## src/rtl/awd_pkg.sv

```systemverilog
`default_nettype none
// ----------------------------------------------------------------------------
// awd_pkg
// Shared widths, register indexes and stream layouts of the activity wake
// detector.
// ----------------------------------------------------------------------------
package awd_pkg;

  localparam int unsigned GRACE_W     = 16;
  localparam int unsigned DZ_W        = 12;
  localparam int unsigned DZ_SQ_W     = 2 * DZ_W;
  localparam int unsigned ELAPSED_W   = 32;
  localparam int unsigned POS_W       = 16;
  localparam int unsigned KEY_WORD_W  = 64;
  localparam int unsigned KEY_TOTAL   = 256;
  localparam int unsigned CFG_ADDR_W  = 1;
  localparam int unsigned CFG_DATA_W  = 16;

  localparam int unsigned IN_BITS     = ELAPSED_W + 1 + 2 * POS_W + KEY_TOTAL;
  localparam int unsigned IN_TDATA_W  = ((IN_BITS + 7) / 8) * 8;
  localparam int unsigned OUT_TDATA_W = 8;

  localparam int unsigned DIST_W      = 2 * POS_W + 1;

  localparam logic [CFG_ADDR_W-1:0] CFG_GRACE_MS     = 1'b0;
  localparam logic [CFG_ADDR_W-1:0] CFG_DEAD_ZONE_PX = 1'b1;

  localparam logic [GRACE_W-1:0]    GRACE_RESET      = 16'd1000;
  localparam logic [DZ_SQ_W-1:0]    DZ_SQ_RESET      = 24'd100;

  typedef struct packed {
    logic [KEY_TOTAL-1:0]   keys;
    logic [POS_W-1:0]       cursor_y;
    logic [POS_W-1:0]       cursor_x;
    logic                   cursor_ok;
    logic [ELAPSED_W-1:0]   elapsed_ms;
  } sample_t;

endpackage
`default_nettype wire

```

## src/rtl/activity_wake_detector_top.sv

```systemverilog
`default_nettype none
// ----------------------------------------------------------------------------
// activity_wake_detector_top
// Flags new user activity from cursor and keyboard samples after a grace time.
// ----------------------------------------------------------------------------
// Usage:
// Each item on the slave stream is one sample: elapsed time, cursor validity
// and position, and 256 key-down bits. For every item the master stream
// returns one item whose only bit says whether the sample shows new activity.
// The first sample at or after the grace time arms the block and yields zero.
// The sample is captured in an input register; combinational logic (two 16-bit
// squarers, a 33-bit compare and a key priority mask) updates the state and
// loads the result register, from which the result item is sent. One sample is
// taken in every cycle while the receiver takes the results.
// When the receiver stalls, the result register holds its item and the input
// register still takes one more sample; after that tready falls until the
// result is taken. Reset clears the armed flag, the cursor reference flag,
// both stream stages and sets the registers to a grace time of 1000 ms and a
// dead zone of 10 pixels. The held-key record is written when the block arms.
// Configuration writes are taken in any cycle but belong to idle periods.
// ----------------------------------------------------------------------------
module activity_wake_detector_top #(
  parameter int unsigned NUM_KEYS = 256
) (
  input  wire                                 clk_i,
  input  wire                                 rst_ni,
  // elapsed_ms[31:0], cursor_ok[32], cursor_x[48:33], cursor_y[64:49],
  // keys_lo[128:65], keys_mid_lo[192:129], keys_mid_hi[256:193],
  // keys_hi[320:257], zero fill above
  input  wire  [awd_pkg::IN_TDATA_W-1:0]      s_axis_tdata_i,
  input  wire                                 s_axis_tvalid_i,
  output logic                                s_axis_tready_o,
  // wake[0], zero fill above
  output logic [awd_pkg::OUT_TDATA_W-1:0]     m_axis_tdata_o,
  output logic                                m_axis_tvalid_o,
  input  wire                                 m_axis_tready_i,
  input  wire                                 cfg_we_i,
  input  wire  [awd_pkg::CFG_ADDR_W-1:0]      cfg_addr_i,
  input  wire  [awd_pkg::CFG_DATA_W-1:0]      cfg_data_i
);
  import awd_pkg::*;

  sample_t                  in_sample;
  logic                     in_valid_q;
  logic [ELAPSED_W-1:0]     elapsed_q;
  logic                     cursor_ok_q;
  logic [POS_W-1:0]         cursor_x_q;
  logic [POS_W-1:0]         cursor_y_q;
  logic [NUM_KEYS-1:0]      keys_q;

  logic                     out_valid_q;
  logic                     out_valid_d;
  logic                     wake_q;
  logic                     wake_d;

  logic [GRACE_W-1:0]       grace_q;
  logic [DZ_SQ_W-1:0]       dz_sq_q;

  logic                     armed_q;
  logic                     armed_d;
  logic                     ref_valid_q;
  logic                     ref_valid_d;
  logic [POS_W-1:0]         ref_x_q;
  logic [POS_W-1:0]         ref_x_d;
  logic [POS_W-1:0]         ref_y_q;
  logic [POS_W-1:0]         ref_y_d;
  logic [NUM_KEYS-1:0]      held_q;
  logic [NUM_KEYS-1:0]      held_d;

  logic                     in_take;
  logic                     proc;
  logic                     grace_done;
  logic signed [POS_W:0]    dx;
  logic signed [POS_W:0]    dy;
  logic [POS_W:0]           dx_abs;
  logic [POS_W:0]           dy_abs;
  logic [2*POS_W-1:0]       sq_x;
  logic [2*POS_W-1:0]       sq_y;
  logic [DIST_W-1:0]        dist_sq;
  logic                     cursor_wake;
  logic [NUM_KEYS-1:0]      new_press;
  logic [NUM_KEYS-1:0]      below_press;

  assign in_sample       = sample_t'(s_axis_tdata_i[IN_BITS-1:0]);
  assign proc            = in_valid_q && (!out_valid_q || m_axis_tready_i);
  assign s_axis_tready_o = !in_valid_q || proc;
  assign in_take         = s_axis_tvalid_i && s_axis_tready_o;

  always_ff @(posedge clk_i or negedge rst_ni) begin
    if (!rst_ni) begin
      in_valid_q <= 1'b0;
    end else if (s_axis_tready_o) begin
      in_valid_q <= s_axis_tvalid_i;
    end
  end

  always_ff @(posedge clk_i) begin
    if (in_take) begin
      elapsed_q   <= in_sample.elapsed_ms;
      cursor_ok_q <= in_sample.cursor_ok;
      cursor_x_q  <= in_sample.cursor_x;
      cursor_y_q  <= in_sample.cursor_y;
      keys_q      <= in_sample.keys[NUM_KEYS-1:0];
    end
  end

  always_ff @(posedge clk_i or negedge rst_ni) begin
    if (!rst_ni) begin
      grace_q <= GRACE_RESET;
      dz_sq_q <= DZ_SQ_RESET;
    end else if (cfg_we_i) begin
      case (cfg_addr_i)
        CFG_GRACE_MS: begin
          grace_q <= cfg_data_i[GRACE_W-1:0];
        end
        CFG_DEAD_ZONE_PX: begin
          dz_sq_q <= DZ_SQ_W'(cfg_data_i[DZ_W-1:0]) * DZ_SQ_W'(cfg_data_i[DZ_W-1:0]);
        end
        default: begin
          grace_q <= grace_q;
        end
      endcase
    end
  end

  assign grace_done = elapsed_q >= {{(ELAPSED_W-GRACE_W){1'b0}}, grace_q};

  assign dx     = $signed({cursor_x_q[POS_W-1], cursor_x_q})
                - $signed({ref_x_q[POS_W-1], ref_x_q});
  assign dy     = $signed({cursor_y_q[POS_W-1], cursor_y_q})
                - $signed({ref_y_q[POS_W-1], ref_y_q});
  assign dx_abs = dx[POS_W] ? (~dx + 1'b1) : dx;
  assign dy_abs = dy[POS_W] ? (~dy + 1'b1) : dy;
  assign sq_x   = dx_abs[POS_W-1:0] * dx_abs[POS_W-1:0];
  assign sq_y   = dy_abs[POS_W-1:0] * dy_abs[POS_W-1:0];
  assign dist_sq = {1'b0, sq_x} + {1'b0, sq_y};

  assign cursor_wake = cursor_ok_q && ref_valid_q
                    && (dist_sq > {{(DIST_W-DZ_SQ_W){1'b0}}, dz_sq_q});

  // Keys below the lowest new press get their releases applied (all keys if none).
  assign new_press   = keys_q & ~held_q;
  assign below_press = (new_press - 1'b1) & ~new_press;

  always_comb begin
    armed_d     = armed_q;
    ref_valid_d = ref_valid_q;
    ref_x_d     = ref_x_q;
    ref_y_d     = ref_y_q;
    held_d      = held_q;
    wake_d      = wake_q;
    if (proc) begin
      wake_d = 1'b0;
      if (grace_done) begin
        if (!armed_q) begin
          armed_d = 1'b1;
          held_d  = keys_q;
          if (cursor_ok_q) begin
            ref_valid_d = 1'b1;
            ref_x_d     = cursor_x_q;
            ref_y_d     = cursor_y_q;
          end
        end else begin
          if (cursor_ok_q && !ref_valid_q) begin
            ref_valid_d = 1'b1;
            ref_x_d     = cursor_x_q;
            ref_y_d     = cursor_y_q;
          end
          if (cursor_wake) begin
            wake_d = 1'b1;
          end else begin
            wake_d = |new_press;
            held_d = held_q & (keys_q | ~below_press);
          end
        end
      end
    end
  end

  always_comb begin
    out_valid_d = out_valid_q;
    if (proc) begin
      out_valid_d = 1'b1;
    end else if (m_axis_tready_i) begin
      out_valid_d = 1'b0;
    end
  end

  always_ff @(posedge clk_i or negedge rst_ni) begin
    if (!rst_ni) begin
      armed_q     <= 1'b0;
      ref_valid_q <= 1'b0;
      out_valid_q <= 1'b0;
    end else begin
      armed_q     <= armed_d;
      ref_valid_q <= ref_valid_d;
      out_valid_q <= out_valid_d;
    end
  end

  always_ff @(posedge clk_i) begin
    ref_x_q <= ref_x_d;
    ref_y_q <= ref_y_d;
    held_q  <= held_d;
    wake_q  <= wake_d;
  end

  assign m_axis_tvalid_o = out_valid_q;
  assign m_axis_tdata_o  = {{(OUT_TDATA_W-1){1'b0}}, wake_q};

  a_armed_sticky : assert property (@(posedge clk_i) disable iff (!rst_ni)
    armed_q |=> armed_q)
    else $error("armed flag dropped");

  a_ref_needs_arm : assert property (@(posedge clk_i) disable iff (!rst_ni)
    ref_valid_q |-> armed_q)
    else $error("cursor reference valid while not armed");

  a_wake_only_armed : assert property (@(posedge clk_i) disable iff (!rst_ni)
    (proc && wake_d) |-> armed_q)
    else $error("wake reported before arming");

  a_held_only_clears : assert property (@(posedge clk_i) disable iff (!rst_ni)
    (proc && armed_q) |=> ((held_q & ~$past(held_q)) == '0))
    else $error("held key record gained a key after arming");

  a_ready_when_empty : assert property (@(posedge clk_i) disable iff (!rst_ni)
    !out_valid_q |-> s_axis_tready_o)
    else $error("input stalled with an empty result register");

endmodule
`default_nettype wire

```

## config.mk

```make
export PLATFORM = sky130hd
export DESIGN_NAME = activity_wake_detector_top
export DESIGN_NICKNAME = d
export VERILOG_FILES = /design/src/rtl/awd_pkg.sv /design/src/rtl/activity_wake_detector_top.sv
export SDC_FILE = /design/constraint.sdc
export NUM_CORES = 2
export LEC_CHECK = 0
export BUFFER_PORTS_ARGS = -buffer_cell sky130_fd_sc_hd__buf_4
export CAP_MARGIN = 40
export CORE_MARGIN = 2
export CORE_UTILIZATION = 60
export DETAILED_ROUTE_END_ITERATION = 10
export PLACE_DENSITY = 0.85
export SLEW_MARGIN = 20
export SYNTH_ARGS = -nofsm -noshare
export SYNTH_HDL_FRONTEND = slang
export SYNTH_SLANG_ARGS = --single-unit
```

## constraint.sdc

```tcl
create_clock -name clk_i -period 32.2 [get_ports clk_i]
set_clock_uncertainty 0.15 [all_clocks]
set_input_delay 1.61 -clock clk_i [delete_from_list [all_inputs] [get_ports clk_i]]
set_output_delay 1.61 -clock clk_i [all_outputs]
set_load 0.005 [all_outputs]
```

==> summary.txt <==
Placed design
  • Final HPWL DP: 87160 um
  • Routability Congestion: 0.9515
  • Post-Place Cells: 5963
  • I/O Buffers: 345
  • Pre-CTS setup slack: 16.87 ns

Floorplanning
  • I/O pin count: 360
  • Row cnt: 104
  • Chip height: 290.1 um
  • Die area: 84170 um^2
  • Die width: 290.1 um
  • Initial Util: 60.79%
  • Core Region: 80810 um^2

Global routing
  • Vias in the first global route: 36160
  • Global Route Usage Sum: 27.30%
  • GR Overflow Total: 0
  • Largest net degree at the start of global routing: 274
  • Global-route wire length before repair: 183300 um
  • Antenna violations before repair: 25

Worst setup path
  • RR Startpoint: cursor_x_q[0]
  • Reg2reg path depth: 46
  • Crit path DAT: 15.72 ns
  • Reg2reg end: held_q[205]
  • Critical path destination: held_q[205]
  • Most frequent cell on the critical path: fa_1
  • WS Path Type: flop to flop
  • Crit start category: flop
  • Slowest-stage cell, CP: o41ai_1
  • Critical Path Max Stage Delay: 0.70 ns
  • Required time worst endpoint: 32.27 ns
  • Crit. End Element: flop
  • R2r setup slk: 16.55 ns
  • Worst setup path startpoint: cursor_x_q[0]
  • Largest fanout on the critical path: 179

Logic synthesis
  • Ys flop type: edfxtp_1
  • Async set-or-reset flop fraction in the synthesized netlist: 6.585%
  • Cell taking the most area after synthesis: edfxtp_1
  • Cell variety after synth: 87
  • Syn Area/Cell: 10.61 um^2
  • Yosys top cell area share: 37.29%
  • Synthesized flop and latch total: 653
  • Synth area leaders: edfxtp_1, fa_1, ha_1, inv_1, a21oi_1
  • Syn Std Cell Area: 49120 um^2
  • Seq/Total Area, Yosys: 39.51%
  • Cells after synthesis: 4628
  • Number of flops mapped to enable cells by yosys: 610
  • Yosys warns: 0

Finish
  • Final Instance Count excl. Fillers: 6112
  • Layout cell share with drive strength beyond 1: 11.84%
  • Most frequent cells in the layout: inv_1, edfxtp_1, fa_1
  • Commonest non-fill, non-tap cell in the layout: inv_1
  • Layout Nets: 6121
  • Area occupied by multi-input gates: 25580 um^2
  • Synth-to-Final Area Change: 12.76%
  • # fillers: 5675
  • Register area: 19410 um^2

STA
  • Final setup margin: 16.55 ns
  • Max frequency: 0.06390 GHz
  • Final period util: 48.60%
  • Slew headroom: 11.62%
  • Sum Neg Setup Slack: 0 ns
  • Final min period: 15.65 ns
  • RSZ-0062 raised after global routing: no
  • Hold Vio Cnt, Final: 0
  • Final-report setup violation count: 0
  • Fin. max-slew vios: 0
  • Worst Max-Slew Pin Slew: 1.326 ns

Clocking
  • Post-CTS Setup Inserts: 0
  • CTS Root Cell: clkbuf_16
  • H-tree depth: 3
  • Clk sinks: 653
  • Num CTS Buffers: 71
  • CTS-repair resized insts: 0
  • Reg clk slew, reported paths: 0.06 ns
  • Hold-fix buffers, CTS: 0
  • Clock tree buffer depth: 3
  • Worst skew pair latency: 0.63 ns
  • CTS tree: yes

Drt
  • Routed wire length: 114100 um
  • Wire length per cell: 18.68 um
  • Remaining antenna violation count: 0
  • DR vias: 34960
  • Vias per cell: 5.720
  • 1st-iter DRT viols: 3041
  • DRT Pass-1 Iters: 5
  • DRC: 0

Hold path
  • Worst hold-check path type: flop to flop
  • Hold Startpoint: cursor_y_q[15]

Status
  • Status: finished clean

Job
  • Maximum Capacitance Violations: 0
## cell type report
| cell class | count | share of cell area, % |
|---|---|---|
| diodes | 19 | 0.08584 |
| clock buffers | 83 | 3.366 |
| clock inverters | 45 | 0.6144 |
| inverters | 991 | 6.725 |
| multi-input cells | 2867 | 46.18 |
| flip-flops and latches | 653 | 35.04 |
| well taps | 1060 | 2.395 |
| repair buffers | 394 | 5.593 |
## logic make-up after synthesis
kind of cell / count (synthesis) / share of synthesized area, %
and+or+nand+nor: 1069 / 10.86
buffers and inverters: 1114 / 8.594
DFF: 653 / 39.51
adders and majority gates: 793 / 27.40
other: 1 / 0.007634
xor gates and xnor gates: 110 / 1.989
AOI/OAI and AO/OA: 868 / 11.19
muxes: 20 / 0.4509
## synth_stat cells (9+ instances only)
| library cell | n |
|---|---|
| xor2_1 | 42 |
| nor2_1 | 297 |
| and3_1 | 13 |
| xnor2_1 | 67 |
| o22a_1 | 58 |
| fa_1 | 471 |
| dfrtp_1 | 34 |
| mux2_2 | 17 |
| nor2b_1 | 72 |
| nor3_1 | 49 |
| clkbuf_1 | 106 |
| o221ai_1 | 11 |
| ha_1 | 322 |
| a22oi_1 | 22 |
| inv_1 | 985 |
| a21oi_1 | 347 |
| a2bb2oi_1 | 33 |
| o211ai_1 | 14 |
| nand2b_1 | 115 |
| and2_1 | 55 |
| a21o_1 | 40 |
| a31oi_1 | 28 |
| dfstp_2 | 9 |
| nand4_1 | 27 |
| o21ai_0 | 145 |
| o21a_1 | 30 |
| o21bai_1 | 24 |
| a211oi_1 | 14 |
| or3_1 | 20 |
| nand3_1 | 58 |
| a21boi_0 | 12 |
| or2_2 | 37 |
| nand2_1 | 255 |
| edfxtp_1 | 610 |
| nor4_1 | 17 |
## per-stage QoR
stage	utilization (%)	hold slack (ns)	instance area, um^2
CTS	68.44	0.3059	55300
global placement	65.54	0.2923	52960
detailed placement	65.71	0.2979	53100
floorplan	-	0.2764	49140
global route	68.52	0.3171	55370
finish	68.54	0.3120	55390
## worst max-delay path, delay by kind of cell, from the launching register on
family | cells | cell delay [ns]
xor gates and xnor gates | 3 | 0.57
DFF | 1 | 0.39
and+or+nand+nor | 9 | 3.21
AOI/OAI and AO/OA | 13 | 3.18
buffers and inverters | 9 | 1.64
adders and majority gates | 12 | 5.60
## worst min path at each step
stage | to | slack [ns] | cells past startpoint
4_1_cts | ref_y_q[13] | 0.31 | 0
5_1_grt | ref_y_q[13] | 0.32 | 0
2_1_floorplan | ref_x_q[0] | 0.28 | 0
3_3_place_gp | ref_y_q[4] | 0.29 | 0
6_report | ref_y_q[15] | 0.31 | 0
3_5_place_dp | ref_y_q[15] | 0.30 | 0
## metal layers
metal	routed length, um	global-route usage (%)	vias up
met5	128	0	-
met4	4832	10.90	18
met3	10020	6.633	316
met2	55890	46.06	1462
met1	43280	33.93	17060
li1	-	-	16110
## registers in the layout (all words and copies together) (netlist names)
register	cells
held_q	256
keys_q	256
elapsed_q	32
dz_sq_q	23
cursor_x_q	16
cursor_y_q	16
grace_q	16
ref_x_q	16
ref_y_q	16
armed_q	1
cursor_ok_q	1
in_valid_q	1
m_axis_tvalid_o	1
ref_valid_q	1
wake_q	1
Power is not shown: default switching activity piles up to over one toggle a cycle in this logic, so the estimate is an artifact.
